==> config.mk <==
export PLATFORM = sky130hd
export DESIGN_NAME = sabv_front
export DESIGN_NICKNAME = d
export VERILOG_FILES = /design/src/sabv_pkg.sv /design/src/sabv_front.sv
export SDC_FILE = /design/constraint.sdc
export NUM_CORES = 1
export LEC_CHECK = 0
export ABC_CLOCK_PERIOD_IN_PS = 10000
export BUFFER_PORTS_ARGS = -buffer_cell sky130_fd_sc_hd__buf_2
export CAP_MARGIN = 5
export CORE_MARGIN = 10
export CORE_UTILIZATION = 55
export CTS_BUF_LIST = sky130_fd_sc_hd__clkbuf_16
export CTS_CLUSTER_SIZE = 28
export DETAILED_ROUTE_END_ITERATION = 10
export PLACE_DENSITY = 0.85
export SYNTH_ARGS = -nofsm -noshare
export SYNTH_HDL_FRONTEND = slang
export SYNTH_SLANG_ARGS = --single-unit
==> constraint.sdc <==
create_clock -name clock -period 10 [get_ports clock]
set_input_delay 1 -clock clock [delete_from_list [all_inputs] [get_ports clock]]
set_output_delay 1 -clock clock [all_outputs]
set_load 0.05 [all_outputs]
==> src/sabv_pkg.sv <==
// Shared constants, types and the arctangent table for the vector angle unit.
package sabv_pkg;

   localparam int COORD_WIDTH  = 16;
   localparam int CORDIC_STEPS = 16;
   localparam int TABLE_LEN    = 24;
   localparam int NUM_STEPS    = (CORDIC_STEPS < TABLE_LEN) ? CORDIC_STEPS : TABLE_LEN;
   localparam int SCALE_SH     = 60 - COORD_WIDTH;
   localparam int XY_W         = 63;
   localparam int Z_W          = 28;
   localparam int OUT_W        = 16;
   localparam int ROUND_SH     = 11;
   localparam int Q_W          = Z_W - ROUND_SH;
   localparam int Q_DEPTH      = 4;
   localparam int Q_PTR_W      = $clog2(Q_DEPTH);
   localparam int RSP_LATENCY  = NUM_STEPS + 7;

   localparam logic signed [Z_W-1:0] ANG_PI      = 28'sd52707179;
   localparam logic signed [Z_W-1:0] ANG_TWO_PI  = 28'sd105414357;
   localparam logic signed [Z_W-1:0] ANG_HALF_PI = 28'sd26353589;
   localparam logic signed [Z_W-1:0] ROUND_HALF  = 28'sd1024;
   localparam logic signed [Q_W-1:0] OUT_PI      = Q_W'(25736);

   localparam logic [1:0] ZC_ZERO = 2'd0;
   localparam logic [1:0] ZC_POS  = 2'd1;
   localparam logic [1:0] ZC_NEG  = 2'd2;

   typedef struct packed {
      logic signed [COORD_WIDTH:0] x;
      logic signed [COORD_WIDTH:0] y;
      logic [1:0]                  zc;
   } sabv_vec_type;

   typedef struct packed {
      logic         zero;
      sabv_vec_type first;
      sabv_vec_type second;
   } sabv_item_type;

   function automatic logic signed [Z_W-1:0] atan_entry(input int unsigned idx);
      unique case (idx)
         0: return 28'sd13176795;
         1: return 28'sd7778716;
         2: return 28'sd4110060;
         3: return 28'sd2086331;
         4: return 28'sd1047214;
         5: return 28'sd524117;
         6: return 28'sd262123;
         7: return 28'sd131069;
         8: return 28'sd65536;
         9: return 28'sd32768;
         10: return 28'sd16384;
         11: return 28'sd8192;
         12: return 28'sd4096;
         13: return 28'sd2048;
         14: return 28'sd1024;
         15: return 28'sd512;
         16: return 28'sd256;
         17: return 28'sd128;
         18: return 28'sd64;
         19: return 28'sd32;
         20: return 28'sd16;
         21: return 28'sd8;
         22: return 28'sd4;
         23: return 28'sd2;
         default: return '0;
      endcase
   endfunction

endpackage

==> src/sabv_front.sv <==
// Front end: takes items, flags zero vectors and pre-rotates into the right half plane.
module sabv_front import sabv_pkg::*; (
   input  logic                          clock,
   input  logic                          reset,
   input  logic                          start,
   output logic                          busy,
   input  logic signed [COORD_WIDTH-1:0] req_first_x,
   input  logic signed [COORD_WIDTH-1:0] req_first_y,
   input  logic signed [COORD_WIDTH-1:0] req_second_x,
   input  logic signed [COORD_WIDTH-1:0] req_second_y,
   input  logic                          queue_full,
   output logic                          push,
   output sabv_item_type                 item
);

   logic          valid_ff, valid_in;
   sabv_item_type item_ff, item_in;
   logic          take;

   function automatic sabv_vec_type pre_rotate(input logic signed [COORD_WIDTH-1:0] x,
                                               input logic signed [COORD_WIDTH-1:0] y);
      sabv_vec_type v;
      logic signed [COORD_WIDTH:0] xe;
      logic signed [COORD_WIDTH:0] ye;
      xe = {x[COORD_WIDTH-1], x};
      ye = {y[COORD_WIDTH-1], y};
      if (!xe[COORD_WIDTH]) begin
         v.x  = xe;
         v.y  = ye;
         v.zc = ZC_ZERO;
      end else if (!ye[COORD_WIDTH]) begin
         v.x  = ye;
         v.y  = -xe;
         v.zc = ZC_POS;
      end else begin
         v.x  = -ye;
         v.y  = xe;
         v.zc = ZC_NEG;
      end
      return v;
   endfunction

   assign busy = reset || (valid_ff && queue_full);
   assign take = start && !busy;
   assign push = valid_ff && !queue_full;
   assign item = item_ff;

   always_comb begin
      item_in.zero   = ((req_first_x == '0) && (req_first_y == '0)) ||
                       ((req_second_x == '0) && (req_second_y == '0));
      item_in.first  = pre_rotate(req_first_x, req_first_y);
      item_in.second = pre_rotate(req_second_x, req_second_y);
   end

   always_comb begin
      if (take) begin
         valid_in = 1'b1;
      end else if (push) begin
         valid_in = 1'b0;
      end else begin
         valid_in = valid_ff;
      end
   end

   always_ff @(posedge clock) begin
      if (reset) begin
         valid_ff <= 1'b0;
      end else begin
         valid_ff <= valid_in;
      end
   end

   always_ff @(posedge clock) begin
      if (take) begin
         item_ff <= item_in;
      end
   end

endmodule

==> summary.md <==
| Metric | Value |
|---|---|
| Placed Cells | 647 |
| Root buf cell | clkbuf_16 |
| Max Cap Viol | 0 |
| Reg-to-reg slack, setup | between 8000 and 9000 ps |
| Core area | 7650 um2 |
| Post-DR wirelength/cell | 18.4 um |
| Setup Buffers After CTS | 0 |
| Synth Cell Area | 4260 um2 |
| Peak supply drop | 0.000101 V |
| XOR/XNOR Fraction of Synth Area | 10.1% |
| Post-DRT Antenna Nets | 0 |
| Layout cell share with drive strength beyond 1 | 29.9% |
| Area growth from synthesis to layout | 24.8% |
| Psw | 0.000256 W |
| CTS tree | yes |
| DP Area | 5020 um2 |
| Clk buf depth | 2 |
| Hold_buf cts | 0 |
| Outcome | finished clean |
| EDFF count, synth | 73 |
| Fin area | 5320 um2 |
| Final #Nets | 629 |
| Detailed Place HPWL | between 8 and 9 mm |
| Diodes inserted | 0 |
| Vias | just under 4000 |
| Post-synthesis adder-cell area fraction | 1.17% |
| GRT overflow | 0 |
| CP startpoint kind | input port |
| Crit path DAT | between 2000 and 3000 ps |
| # fillers | 570 |
| Highest clock rate | 339 MHz |
| Simple-Gate Fraction of Synth Area | 16.0% |
| Initial Util | between 50% and 60% |
| Reg2reg start | valid_ff$_SDFFE_PP0P_ |
| Slew Viols, Final | 0 |
| Required @ worst endpoint | between 10000 and 15000 ps |
| Logic gate share of total power | approximately a fifth |
| Register Area | 2210 um2 |
| First-pass GRT wire length | 18.7 mm |
| H-tree depth | 3 |
| Drt drc | 0 |
| Total GRT Usage | between 10% and 20% |
| Worst Reg-to-Reg Cells | 3 |
| RSZ-0062 raised after global routing | no |
| Fin Hold WS | roughly 520 ps |
| Sequential element share of the synthesized area | 51.9% |
| Hold depth | 2 |
| Final Cycle Share | around 30% |
| Clk_lat worst skew | 340 ps |
| Post-synthesis mux area share | 1.73% |
| Core Util, Final | a little over two thirds |
| Die Height | between 100 and 150 um |
| Clk sink count | between 70 and 80 |
| Power Internal | 0.000605 W |
| Die X | 108 um |
| Critical path class | in2reg |
| Hold EP | valid_ff$_SDFFE_PP0P_ |
| Sw frac | 29.8% |
| Final Hold Vio Count | 0 |
| Leakage | around 2.1 nW |
| Main combinational cell family by area after synthesis | simple AND/OR/NAND/NOR gates |
| Power density over the cells | 162 nW/um2 |
| Port Buffers | 142 |
| Clk pwr share | 36.7% |
| Area of the multi-input gates | about 1900 um2 |
| Clock transition at path regs | 50 ps |
| CP Max Fanout | 6 |
| Num ports | 143 |
| Sequential power share | 42.6% |
| Worst hold start | valid_ff$_SDFFE_PP0P_ |
| Drt first pass iters | 5 |
| Compound-cell area share of the yosys netlist | 15.0% |
| Worst hold path type | reg2reg |
| Worst slew pin tran | about 1300 ps |
| FF-to-FF End | item[14]$_DFFE_PP_ |
| Final setup violation count | 0 |
| Syn_area_per_cell | 10.0 um2 |
| Clock Skew | 8.55 ps |
| Number of distinct library cells after synthesis | 45 |
| Setup tns final | 0 ps |
| Via-to-Cell Ratio | 5.85 |
| Min cycle time layout | 2950 ps |
| Final std cells w/o fill | 664 |
| Pin count of the biggest net entering global routing | 74 |
| Relative slew slack | between 10% and 20% |
| Post-synth ARST share | 0% |
| Post-synth top flop | edfxtp_1 |
| RD Place Congestion | 0.899 |
| Initial antenna violation count | 0 |
| Number of synthesized register bits | 74 |
| Vias in the first global route | 3832 |
| Yosys warns | 0 |
| Initial DRC Count | between 200 and 250 |
| Routed wire length | ~12 mm |
| Row Count | 32 |
| CTS Buf Count | 9 |
| CTS resizes | 0 |
| CP endpoint kind | flip-flop |
| Die ar. | 11700 um2 |
| Mapped Cells | 426 |
[power by group through the flow]
stage | sequential, W | clock (W) | combinational (W)
2_1_floorplan | 0.000426 | 0 | 0.0000690
3_3_place_gp | 0.000373 | 0 | 0.000172
3_5_place_dp | 0.000373 | 0 | 0.000177
4_1_cts | 0.000367 | 0.000316 | 0.000177
5_1_grt | 0.000368 | 0.000330 | 0.000191
6_report | 0.000367 | 0.000316 | 0.000178
[placed cells by master, fill, tap and decap left out, types with 4 or more instances in the layout]
cell type | synthesis | final
buf_2 | 0 | 142
nor2_1 | 76 | 75
edfxtp_1 | 73 | 73
a21oi_1 | 60 | 60
xnor2_1 | 31 | 31
inv_1 | 19 | 20
xor2_1 | 18 | 18
a31oi_1 | 13 | 13
nand2_1 | 11 | 11
nor3_1 | 10 | 10
o31ai_1 | 9 | 9
clkbuf_16 | 0 | 9
nor4_1 | 8 | 8
or4_1 | 6 | 6
a41oi_1 | 6 | 6
o21ai_1 | 6 | 6
nand3_1 | 4 | 4
o41ai_1 | 4 | 4
mux2i_1 | 4 | 4
nor2b_1 | 4 | 4
ha_1 | 4 | 4
[per-layer routing]
layer	GRT usage (%)	routed length [um]	vias up
met1	22.8	4520	1834
met5	0	0	-
met4	8.30	219	0
met3	6.84	1330	19
met2	33.3	6120	207
li1	-	-	1825
[cells in the mapped netlist, types with 2 or more instances]
library cell,instances,area share [%]
a41oi_1,6,1.2
edfxtp_1,73,51
or4_1,6,1.1
nand3_1,4,0.47
o41ai_1,4,0.82
xor2_1,18,3.7
nor2b_1,4,0.59
or3_1,3,0.44
buf_1,2,0.18
a21oi_1,60,7.0
nor4b_1,2,0.41
nor3_1,10,1.2
nor2_1,76,6.7
a31oi_1,13,1.9
o311ai_1,2,0.41
mux2i_1,4,0.94
o21ai_1,6,0.70
ha_1,4,1.2
mux2_2,3,0.79
nand2_1,11,0.97
o31ai_1,9,1.6
and2_1,2,0.29
or4_4,2,0.53
nor4_1,8,1.2
nand4_1,3,0.44
inv_1,19,1.7
nor3b_1,2,0.35
xnor2_1,31,6.4
clkbuf_1,23,2.0
[critical path, cell delays in order]
cell and delay, ps:
buf_2 120, inv_1 70, ha_1 190, nor4b_1 1030, a21oi_1 260, xnor2_1 220, a21oi_1 90
[worst max-delay path by stage]
stage                    startpoint                     to  slack [ps]  depth (start not counted)
floorplan                queue_full  item[0]$_SDFFCE_PN0P_        5020                          2
global placement    req_second_x[8]     item[16]$_DFFE_PP_        6920                          5
detailed placement  req_second_x[0]     item[16]$_DFFE_PP_        6780                          7
CTS                 req_second_x[0]     item[16]$_DFFE_PP_        7090                          7
global route        req_second_x[0]     item[16]$_DFFE_PP_        6960                          7
finish              req_second_x[0]     item[10]$_DFFE_PP_        7050                          7
[registers in the layout (all words and copies together) (netlist names)]
signal	flops
valid_ff	1
item	73
[per-stage QoR]
| step | power, W | setup slack [ps] |
|---|---|---|
| floorplan | 0.000495 | 5020 |
| global placement | 0.000545 | 6920 |
| global route | 0.000890 | 6960 |
| CTS | 0.000861 | 7090 |
| finish | 0.000861 | 7050 |
| detailed placement | 0.000550 | 6780 |
[final cells by class]
| type | instances | area share [%] |
|---|---|---|
| Sequential cell | 74 | 41.6 |
| Multi-Input combinational cell | 308 | 35.6 |
| Timing Repair Buffer | 144 | 13.6 |
| Clock buffer | 9 | 4.24 |
| Tap cell | 102 | 2.40 |
| Inverter | 20 | 1.41 |
| Clock inverter | 7 | 1.15 |
[logic make-up after synthesis]
logic type / Yosys count
AO/OA/AOI/OAI: 106
XOR/XNOR: 49
adder cells (fa/ha/maj): 4
buffers and inverters: 45
flip-flops: 74
multiplexers: 7
other: 1
AND/OR/NAND/NOR: 140
No activity file was read; power rests on OpenSTA's default activity.
