==> src/sabv_pkg.sv <==
// Shared constants, types and the arctangent table for the vector angle unit.
package sabv_pkg;

   localparam int COORD_WIDTH  = 16;
   localparam int CORDIC_STEPS = 16;
   localparam int TABLE_LEN    = 24;
   localparam int NUM_STEPS    = (CORDIC_STEPS < TABLE_LEN) ? CORDIC_STEPS : TABLE_LEN;
   localparam int SCALE_SH     = 60 - COORD_WIDTH;
   localparam int XY_W         = 63;
   localparam int Z_W          = 28;
   localparam int OUT_W        = 16;
   localparam int ROUND_SH     = 11;
   localparam int Q_W          = Z_W - ROUND_SH;
   localparam int Q_DEPTH      = 4;
   localparam int Q_PTR_W      = $clog2(Q_DEPTH);
   localparam int RSP_LATENCY  = NUM_STEPS + 7;

   localparam logic signed [Z_W-1:0] ANG_PI      = 28'sd52707179;
   localparam logic signed [Z_W-1:0] ANG_TWO_PI  = 28'sd105414357;
   localparam logic signed [Z_W-1:0] ANG_HALF_PI = 28'sd26353589;
   localparam logic signed [Z_W-1:0] ROUND_HALF  = 28'sd1024;
   localparam logic signed [Q_W-1:0] OUT_PI      = Q_W'(25736);

   localparam logic [1:0] ZC_ZERO = 2'd0;
   localparam logic [1:0] ZC_POS  = 2'd1;
   localparam logic [1:0] ZC_NEG  = 2'd2;

   typedef struct packed {
      logic signed [COORD_WIDTH:0] x;
      logic signed [COORD_WIDTH:0] y;
      logic [1:0]                  zc;
   } sabv_vec_type;

   typedef struct packed {
      logic         zero;
      sabv_vec_type first;
      sabv_vec_type second;
   } sabv_item_type;

   function automatic logic signed [Z_W-1:0] atan_entry(input int unsigned idx);
      unique case (idx)
         0: return 28'sd13176795;
         1: return 28'sd7778716;
         2: return 28'sd4110060;
         3: return 28'sd2086331;
         4: return 28'sd1047214;
         5: return 28'sd524117;
         6: return 28'sd262123;
         7: return 28'sd131069;
         8: return 28'sd65536;
         9: return 28'sd32768;
         10: return 28'sd16384;
         11: return 28'sd8192;
         12: return 28'sd4096;
         13: return 28'sd2048;
         14: return 28'sd1024;
         15: return 28'sd512;
         16: return 28'sd256;
         17: return 28'sd128;
         18: return 28'sd64;
         19: return 28'sd32;
         20: return 28'sd16;
         21: return 28'sd8;
         22: return 28'sd4;
         23: return 28'sd2;
         default: return '0;
      endcase
   endfunction

endpackage

==> src/sabv_queue.sv <==
// Short item queue between the front end and the CORDIC back end.
module sabv_queue import sabv_pkg::*; (
   input  logic          clock,
   input  logic          reset,
   input  logic          push,
   input  sabv_item_type push_item,
   input  logic          pop,
   output logic          full,
   output logic          not_empty,
   output sabv_item_type head
);

   sabv_item_type        entry_ff [0:Q_DEPTH-1];
   logic [Q_PTR_W-1:0]   wr_ptr_ff, wr_ptr_in;
   logic [Q_PTR_W-1:0]   rd_ptr_ff, rd_ptr_in;
   logic [Q_PTR_W:0]     count_ff, count_in;

   assign full      = (count_ff == (Q_PTR_W+1)'(Q_DEPTH));
   assign not_empty = (count_ff != '0);
   assign head      = entry_ff[rd_ptr_ff];

   always_comb begin
      wr_ptr_in = push ? wr_ptr_ff + 1'b1 : wr_ptr_ff;
      rd_ptr_in = pop ? rd_ptr_ff + 1'b1 : rd_ptr_ff;
      count_in  = count_ff;
      if (push && !pop) begin
         count_in = count_ff + 1'b1;
      end else if (pop && !push) begin
         count_in = count_ff - 1'b1;
      end
   end

   always_ff @(posedge clock) begin
      if (reset) begin
         wr_ptr_ff <= '0;
         rd_ptr_ff <= '0;
         count_ff  <= '0;
      end else begin
         wr_ptr_ff <= wr_ptr_in;
         rd_ptr_ff <= rd_ptr_in;
         count_ff  <= count_in;
      end
   end

   always_ff @(posedge clock) begin
      if (push) begin
         entry_ff[wr_ptr_ff] <= push_item;
      end
   end

endmodule

==> config.mk <==
export PLATFORM = sky130hd
export DESIGN_NAME = sabv_queue
export DESIGN_NICKNAME = d
export VERILOG_FILES = /design/src/sabv_pkg.sv /design/src/sabv_queue.sv
export SDC_FILE = /design/constraint.sdc
export NUM_CORES = 1
export LEC_CHECK = 0
export ABC_AREA = 0
export BUFFER_PORTS_ARGS = -buffer_cell sky130_fd_sc_hd__buf_2
export CORE_ASPECT_RATIO = 1.4
export CORE_MARGIN = 5
export CORE_UTILIZATION = 61
export DETAILED_ROUTE_END_ITERATION = 8
export HOLD_SLACK_MARGIN = 0.06
export PLACE_DENSITY = 0.84
export SLEW_MARGIN = 30
export SYNTH_ARGS = -nofsm -noshare
export SYNTH_HDL_FRONTEND = slang
export SYNTH_SLANG_ARGS = --single-unit
==> constraint.sdc <==
create_clock -name clock -period 5.2 [get_ports clock]
set_input_delay 0.26 -clock clock [delete_from_list [all_inputs] [get_ports clock]]
set_output_delay 0.26 -clock clock [all_outputs]
set_load 0.05 [all_outputs]
==> results.md, run 1 <==
* Starting density of the core at 61.6%
* CP Max Fanout at 30
* Setup WS pre-CTS at 2.65 ns
* Hold crit path type: in -> reg
* Total wire length at 21500 µm
* Grt total ovfl at 0
* Tot Pwr at 5670 µW
* Rows at 58
* Die Y at 169 µm
* DRC at 0
* Post-synth design cell area at 11000 µm²
* Fraction of layout cells with a size suffix above 1 at 40.8%
* Unrepaired setup endpoints after global routing: false
* Cells after synthesis at 425
* Post-synth top area share at 79.4%
* Average vias per placed instance at 5.66
* Critical Path Stages at 4
* Critical path class: reg -> out
* Final Hold Viols at 0
* Via count at 5282
* Die Wd at 124 µm
* Antenna violations before repair at 2
* Final Skew at 0.00753 ns
* DIE AREA at 20900 µm²
* Critical Path Sink: head[61]
* TNS Setup at 0 ns
* Gp weighted congestion at 0.708
* Filler cells at 960
* Wire per inst at 23.0 µm
* CTS sink cnt at 301
* Final WS setup at 2.18 ns
* Pre-Repair DR Iteration Count at 4
* Total GRT Usage at 21.2%
* Final Max Slew Viols at 0
* Drt initial violations at 450
* Synth Register Bits at 301
* Worst Hold Depth at 3
* Cts hold-fix bufs at 75
* Maximum clock path buffer count at 3
* Clk_lat worst skew at 0.52 ns
* Cell family contributing the most delay on the critical path: buffers and inverters
* Post_cts resized at 0
* Part of the Yosys area used for sequential elements at 81.1%
* Average size of a mapped cell at 26.0 µm²
* Commonest non-fill, non-tap cells in the layout: edfxtp_1, buf_2, dlygate4sd3_1, mux4_2, clkbuf_16
* Detailed Place HPWL at 12800 µm
* H-tree Lvls at 1
* Nets@finish at 756
* FF-to-FF Start: wr_ptr_ff[0]
* Min-Delay Startpoint: pop
* ANT nets after route at 0
* Critical Path RT at 4.94 ns
* Setup Fix Bufs, Post-CTS at 0
* Crit end category: output port
* Worst-path cell chain: buf_16, buf_4, mux4_2, buf_2
* Final setup vio count at 0
* Pwr per Cell Area at 411 nW/µm²
* First-pass GRT wire length at 33100 µm
* CTS Buf Count at 26
* Cell taking the most area after synthesis: edfxtp_1
* Commonest non-fill, non-tap cell in the layout: edfxtp_1
* R2r endpoint: entry_ff[3][2]
* Final period util at 58.0%
* Leakage at 0.00474 µW
* Max IR drop VDD at 0.000395 V
* Post-synthesis cell type count at 22
* CTS tree: yes
* R2R Setup Slk at 3.38 ns
* P&R area growth vs syn at 25.0%
* Slew @ Worst Pin at 0.588 ns
* Slew headroom at 60.8%
* CTS root buffer: clkbuf_16
* Critical path's largest stage delay at 0.73 ns
* Port Buf Inserts at 151
* I/O pin total at 152
* Vias in the first global route at 5771
* Synth warnings at 0
* Final Critical Period at 3.02 ns
* Reg area at 8960 µm²
* Clock-pin slew on the worst setup and hold paths at 0.06 ns
* R2R depth at 4
* Pin count of the biggest net entering global routing at 39
* CP arrival at 2.76 ns
* Crit start category: flop
* Core area at 17900 µm²
* Status: finished clean
* CP max stage cell: dfxtp_4
* Synth area leaders: edfxtp_1, mux4_2, dfxtp_1, buf_12, ha_1
* CP Buf/Inv Count at 3
* Fmax achieved at 0.332 GHz
* Multi-input logic area at 1890 µm²
* Max-Cap Viols at 0
* Syn Nets at 508
## final cells by class
type / count / area share, %
sequential: 301 / 64.9
multi-input combinational: 103 / 13.7
timing repair buffer: 237 / 12.5
clock buffer: 33 / 5.35
tap: 240 / 2.18
clock inverter: 14 / 1.22
inverter: 4 / 0.109
antenna: 2 / 0.0363
## cells in the mapped netlist
cell type / number
edfxtp_1: 292
mux4_2: 72
dfxtp_1: 9
buf_12: 7
buf_2: 7
nor2_1: 7
ha_1: 5
and2_1: 4
inv_1: 4
xor2_1: 3
mux2i_1: 2
or3_1: 2
xnor2_1: 2
a21oi_1: 1
buf_6: 1
clkbuf_1: 1
clkbuf_2: 1
fa_1: 1
mux4_1: 1
nand2_1: 1
nor3b_1: 1
o21ai_0: 1
## flip-flops by register name, summed over array words and instances (netlist names), named ones only
signal / cells
rd_ptr_ff: 2
entry_ff: 292
count_ff: 3
wr_ptr_ff: 2
## power breakdown
part           internal (µW)  switching (µW)
Clock                   1200             805
Combinational            283             548
Sequential              2780            55.4
## worst reg2reg max path: stages, from the launching register on
cell     delay (ns)
dfxtp_1        0.42
ha_1           0.22
and2_4         0.37
buf_12         0.26
buf_12         0.24
## kinds of logic (layout without fill, tap and decap cells)
group                    after synthesis  count (layout)  synth area share [%]
adder cells (fa/ha/maj)                6               6                 0.748
buffers and inverters                 21             288                  1.90
AND/OR/NAND/NOR                       15              15                 0.680
XOR/XNOR                               5               5                 0.397
multiplexers                          75              75                  15.1
other                                  0               2                     0
flip-flops                           301             301                  81.1
AO/OA/AOI/OAI                          2               2                0.0906
## stage by stage
step | util [%] | cells | instance area, µm² | hold slack [ns]
2_1_floorplan | - | 425 | 11000 | 0.359
3_3_place_gp | 66.5 | 800 | 11900 | 0.469
3_5_place_dp | 67.7 | 810 | 12100 | 0.479
4_1_cts | 76.9 | 932 | 13800 | 0.0706
5_1_grt | 77.0 | 934 | 13800 | 0.128
6_report | 77.0 | 934 | 13800 | 0.0881
## worst min-delay path by stage
stage | endpoint
detailed placement | entry_ff[1][43]
global placement | entry_ff[0][40]
global route | rd_ptr_ff[0]
CTS | rd_ptr_ff[0]
finish | rd_ptr_ff[0]
floorplan | entry_ff[0][0]
## layer usage
layer,track usage (%),share of wire (%),wire length [µm],vias to the layer above
li1,-,-,-,2306
met1,27.3,37,7830,2741
met2,36.6,55,11700,183
met3,3.47,5.3,1140,52
met4,7.86,3.5,743,0
met5,0,0,0,-
(Power assumes the default switching activity.)
==> inputs of run 2 (changes only) <==
--- a/config.mk
+++ b/config.mk
@@ -5,14 +5,14 @@
 export SDC_FILE = /design/constraint.sdc
 export NUM_CORES = 1
 export LEC_CHECK = 0
-export ABC_AREA = 0
+export ABC_AREA = 1
 export BUFFER_PORTS_ARGS = -buffer_cell sky130_fd_sc_hd__buf_2
 export CORE_ASPECT_RATIO = 1.4
 export CORE_MARGIN = 5
-export CORE_UTILIZATION = 61
+export CORE_UTILIZATION = 57
 export DETAILED_ROUTE_END_ITERATION = 8
 export HOLD_SLACK_MARGIN = 0.06
-export PLACE_DENSITY = 0.84
+export PLACE_DENSITY = 0.79
 export SLEW_MARGIN = 30
 export SYNTH_ARGS = -nofsm -noshare
 export SYNTH_HDL_FRONTEND = slang
==> constraint.sdc (replaced) <==
create_clock -name clock -period 3.1 [get_ports clock]
set_input_delay 0.155 -clock clock [delete_from_list [all_inputs] [get_ports clock]]
set_output_delay 0.155 -clock clock [all_outputs]
set_load 0.05 [all_outputs]
==> run 2 against run 1 <==
Worst setup slack lost 1.6 ns. Final cell count grew 35%. Routed wire length grew 9.2%. Count of clock-buffer cells in the layout shrank 5. Critical endpoint is now head[71]. Largest cell class unchanged.
==> results.md, run 2 <==
* Cell taking the most area after synthesis: edfxtp_1 (unchanged)
* Final Critical Period at 2.49 ns
* Via count at 7038 (was 5282)
* R2R depth at 5 (was 4)
* Slew headroom at 49.5% (was 60.8%)
* Die Wd at 129 µm (was 124 µm)
* Largest register FFs at 292 (unchanged)
* CP Max Fanout at 35 (was 30)
* I/O pin total at 152 (unchanged)
* Crit end category: output port (unchanged)
* Status: finished clean (unchanged)
* Rows at 61 (was 58)
* Multi-input logic area at 1950 µm² (was 1890 µm²)
* Cell family contributing the most delay on the critical path: buffers and inverters (unchanged)
* Nets@finish at 1074 (was 756)
* Part of the Yosys area used for sequential elements at 79.3% (was 81.1%)
* Final Hold Viols at 0 (unchanged)
* Synth cell count leaders: edfxtp_1, nor2_1, o21ai_0 (was edfxtp_1, mux4_2, dfxtp_1)
* Fmax achieved at 0.402 GHz
* Filler cells at 1236 (was 960)
* Gp weighted congestion at 0.736 (was 0.708)
* Unrepaired setup endpoints after global routing: false (unchanged)
* CTS sink cnt at 301 (unchanged)
* Fraction of layout cells with a size suffix above 1 at 21.9% (was 40.8%)
* Post-synthesis cell type count at 22 (unchanged)
* Pwr per Cell Area at 691 nW/µm² (was 411 nW/µm²)
* CP max stage cell: inv_2 (was dfxtp_4)
* Worst Hold Depth at 3 (unchanged)
* Synth warnings at 0 (unchanged)
* Most frequent cell after synthesis: edfxtp_1 (unchanged)
* Reg area at 8950 µm² (was 8960 µm²)
* Syn Nets at 848 (was 508)
* Final setup vio count at 0 (unchanged)
* CTS tree: yes (unchanged)
* Worst-path cell chain: inv_2, buf_4, o21ai_0, o22ai_1, buf_2 (was buf_16, buf_4, mux4_2, buf_2)
* Pre-Repair DR Iteration Count at 6 (was 4)
* ANT nets after route at 0 (unchanged)
* CTS Buf Count at 27 (was 26)
* Inserted Diodes at 0 (was 2)
* Post-route insts no fill at 1263 (was 934)
* Critical path class: reg -> out (unchanged)
* H-tree Lvls at 1 (unchanged)
* Starting density of the core at 57.3% (was 61.6%)
* Max IR drop VDD at 0.000596 V (was 0.000395 V)
* Largest registers: entry_ff (292), count_ff (3) (unchanged)
* Grt total ovfl at 0 (unchanged)
* Fraction of registers with async set/reset at 0% (unchanged)
* Hold crit path type: in -> reg (unchanged)
* Maximum clock path buffer count at 3 (unchanged)
* Post-synth EDFFs at 292 (unchanged)
* CP arrival at 2.33 ns (was 2.76 ns)
* Critical path's largest stage delay at 0.51 ns (was 0.73 ns)
* Critical Path Stages at 5 (was 4)
* Slew @ Worst Pin at 0.758 ns (was 0.588 ns)
* Post-synth top area share at 77.7% (was 79.4%)
* Die Y at 176 µm (was 169 µm)
* Total GRT Usage at 20.4% (was 21.2%)
* Final period util at 80.2%
* Max-Cap Viols at 0 (unchanged)
* Detailed Place HPWL at 13200 µm (was 12800 µm)
* Placed insts at 1138 (was 810)
* Leakage at 0.00501 µW (was 0.00474 µW)
* Final Skew at 0.0154 ns (was 0.00753 ns)
* First-pass GRT wire length at 36100 µm (was 33100 µm)
* Cells after synthesis at 765 (was 425)
* Final Max Slew Viols at 0 (unchanged)
* Wire per inst at 18.6 µm (was 23.0 µm)
* Top reg by flops: entry_ff (unchanged)
* Clock-pin slew on the worst setup and hold paths at 0.06 ns (about the same)
* P&R area growth vs syn at 24.2% (was 25.0%)
* Crit start category: flop (unchanged)
* Average size of a mapped cell at 14.7 µm² (was 26.0 µm²)
* CTS root buffer: clkbuf_16 (unchanged)
* DRC at 0 (unchanged)
* CP Buf/Inv Count at 3 (unchanged)
* Clk_lat worst skew at 0.54 ns (was 0.52 ns)
* Average vias per placed instance at 5.57 (was 5.66)
* Critical Path RT at 2.94 ns (was 4.94 ns)
* DIE AREA at 22700 µm² (was 20900 µm²)
* Synth area leaders: edfxtp_1, nor2_1, o22ai_1, o21ai_0, o21ai_1 (was edfxtp_1, mux4_2, dfxtp_1, buf_12, ha_1)
* Commonest non-fill, non-tap cell in the layout: edfxtp_1 (unchanged)
* Port Buf Inserts at 151 (unchanged)
* Synth Register Bits at 301 (unchanged)
* Post-synth design cell area at 11300 µm² (was 11000 µm²)
* TNS Setup at 0 ns (unchanged)
* Main flop type after synthesis: edfxtp_1 (unchanged)
* Commonest non-fill, non-tap cells in the layout: edfxtp_1, nor2_1, buf_2, o21ai_0, dlygate4sd3_1 (was edfxtp_1, buf_2, dlygate4sd3_1, mux4_2, clkbuf_16)
* Setup Fix Bufs, Post-CTS at 0 (unchanged)
* Drt initial violations at 559 (was 450)
* Total wire length at 23400 µm (was 21500 µm)
* Core area at 19700 µm² (was 17900 µm²)
* Vias in the first global route at 7117 (was 5771)
* Antenna violations before repair at 0 (was 2)
* Pin count of the biggest net entering global routing at 147 (was 39)
## run 2: metal layers
| metal | track usage (%) | vias to the layer above | wire length [µm] |
|---|---|---|---|
| li1 | - | 3327 | - |
| met1 | 24.4 | 3388 | 8730 |
| met2 | 36.8 | 253 | 12400 |
| met3 | 2.85 | 70 | 1440 |
| met4 | 8.27 | 0 | 893 |
| met5 | 0 | - | 0 |
## run 2: worst reg2reg max path, cell delays in order, from the launching register on
cell	delay, ns
dfxtp_1	0.36
inv_1	0.10
ha_1	0.21
nand2_1	0.08
clkinv_2	0.50
buf_12	0.44
## run 2: logic make-up (layout without fill, tap and decap cells)
group                      Yosys count  count (layout)  synth area share, %
xor gates and xnor gates             1               1               0.0776
DFF                                301             301                 79.3
and+or+nand+nor                    166             166                 5.57
AOI/OAI and AO/OA                  227             227                 10.9
buffers and inverters               64             310                 3.44
adders and majority gates            6               6                0.732
## run 2: area by class of cell
type	count	share of cell area (%)
clock inverter	21	2.30
inverter	17	0.509
sequential	301	63.9
clock buffer	28	4.85
multi-input combinational	400	13.9
tap	252	2.25
timing repair buffer	244	12.3
## run 2: repair_timing
| action | 4_1_cts | 5_1_grt |
|---|---|---|
| gates resized for setup | 0 | 0 |
| hold buffers | 76 | 0 |
| endpoints found under the hold margin | 301 | 0 |
## run 2: worst paths after layout
path	from	slack, ns	to
max	flop	0.61	head[71]
max reg2reg	wr_ptr_ff[0]	1.13	entry_ff[0][10]
min	reset	0.33	count_ff[0]
min reg2reg	rd_ptr_ff[1]	0.45	flop
## run 2: per-stage QoR
stage	worst slack, ns	total power (µW)	instance area [µm²]	hold slack, ns	util [%]
2_1_floorplan	0.669	5680	11300	0.227	-
3_3_place_gp	1.13	6000	12200	0.329	62.2
3_5_place_dp	1.09	6020	12200	0.333	62.2
4_1_cts	0.607	9730	14000	0.309	71.1
5_1_grt	0.499	10000	14000	0.360	71.1
6_report	0.615	9680	14000	0.331	71.1
## run 2: power breakdown
part           leakage [µW]  internal [µW]  switching (µW)
registers           0.00276           4650            44.2
clock network      0.000478           2270            1400
logic               0.00177            340             978
total               0.00501           7260            2420
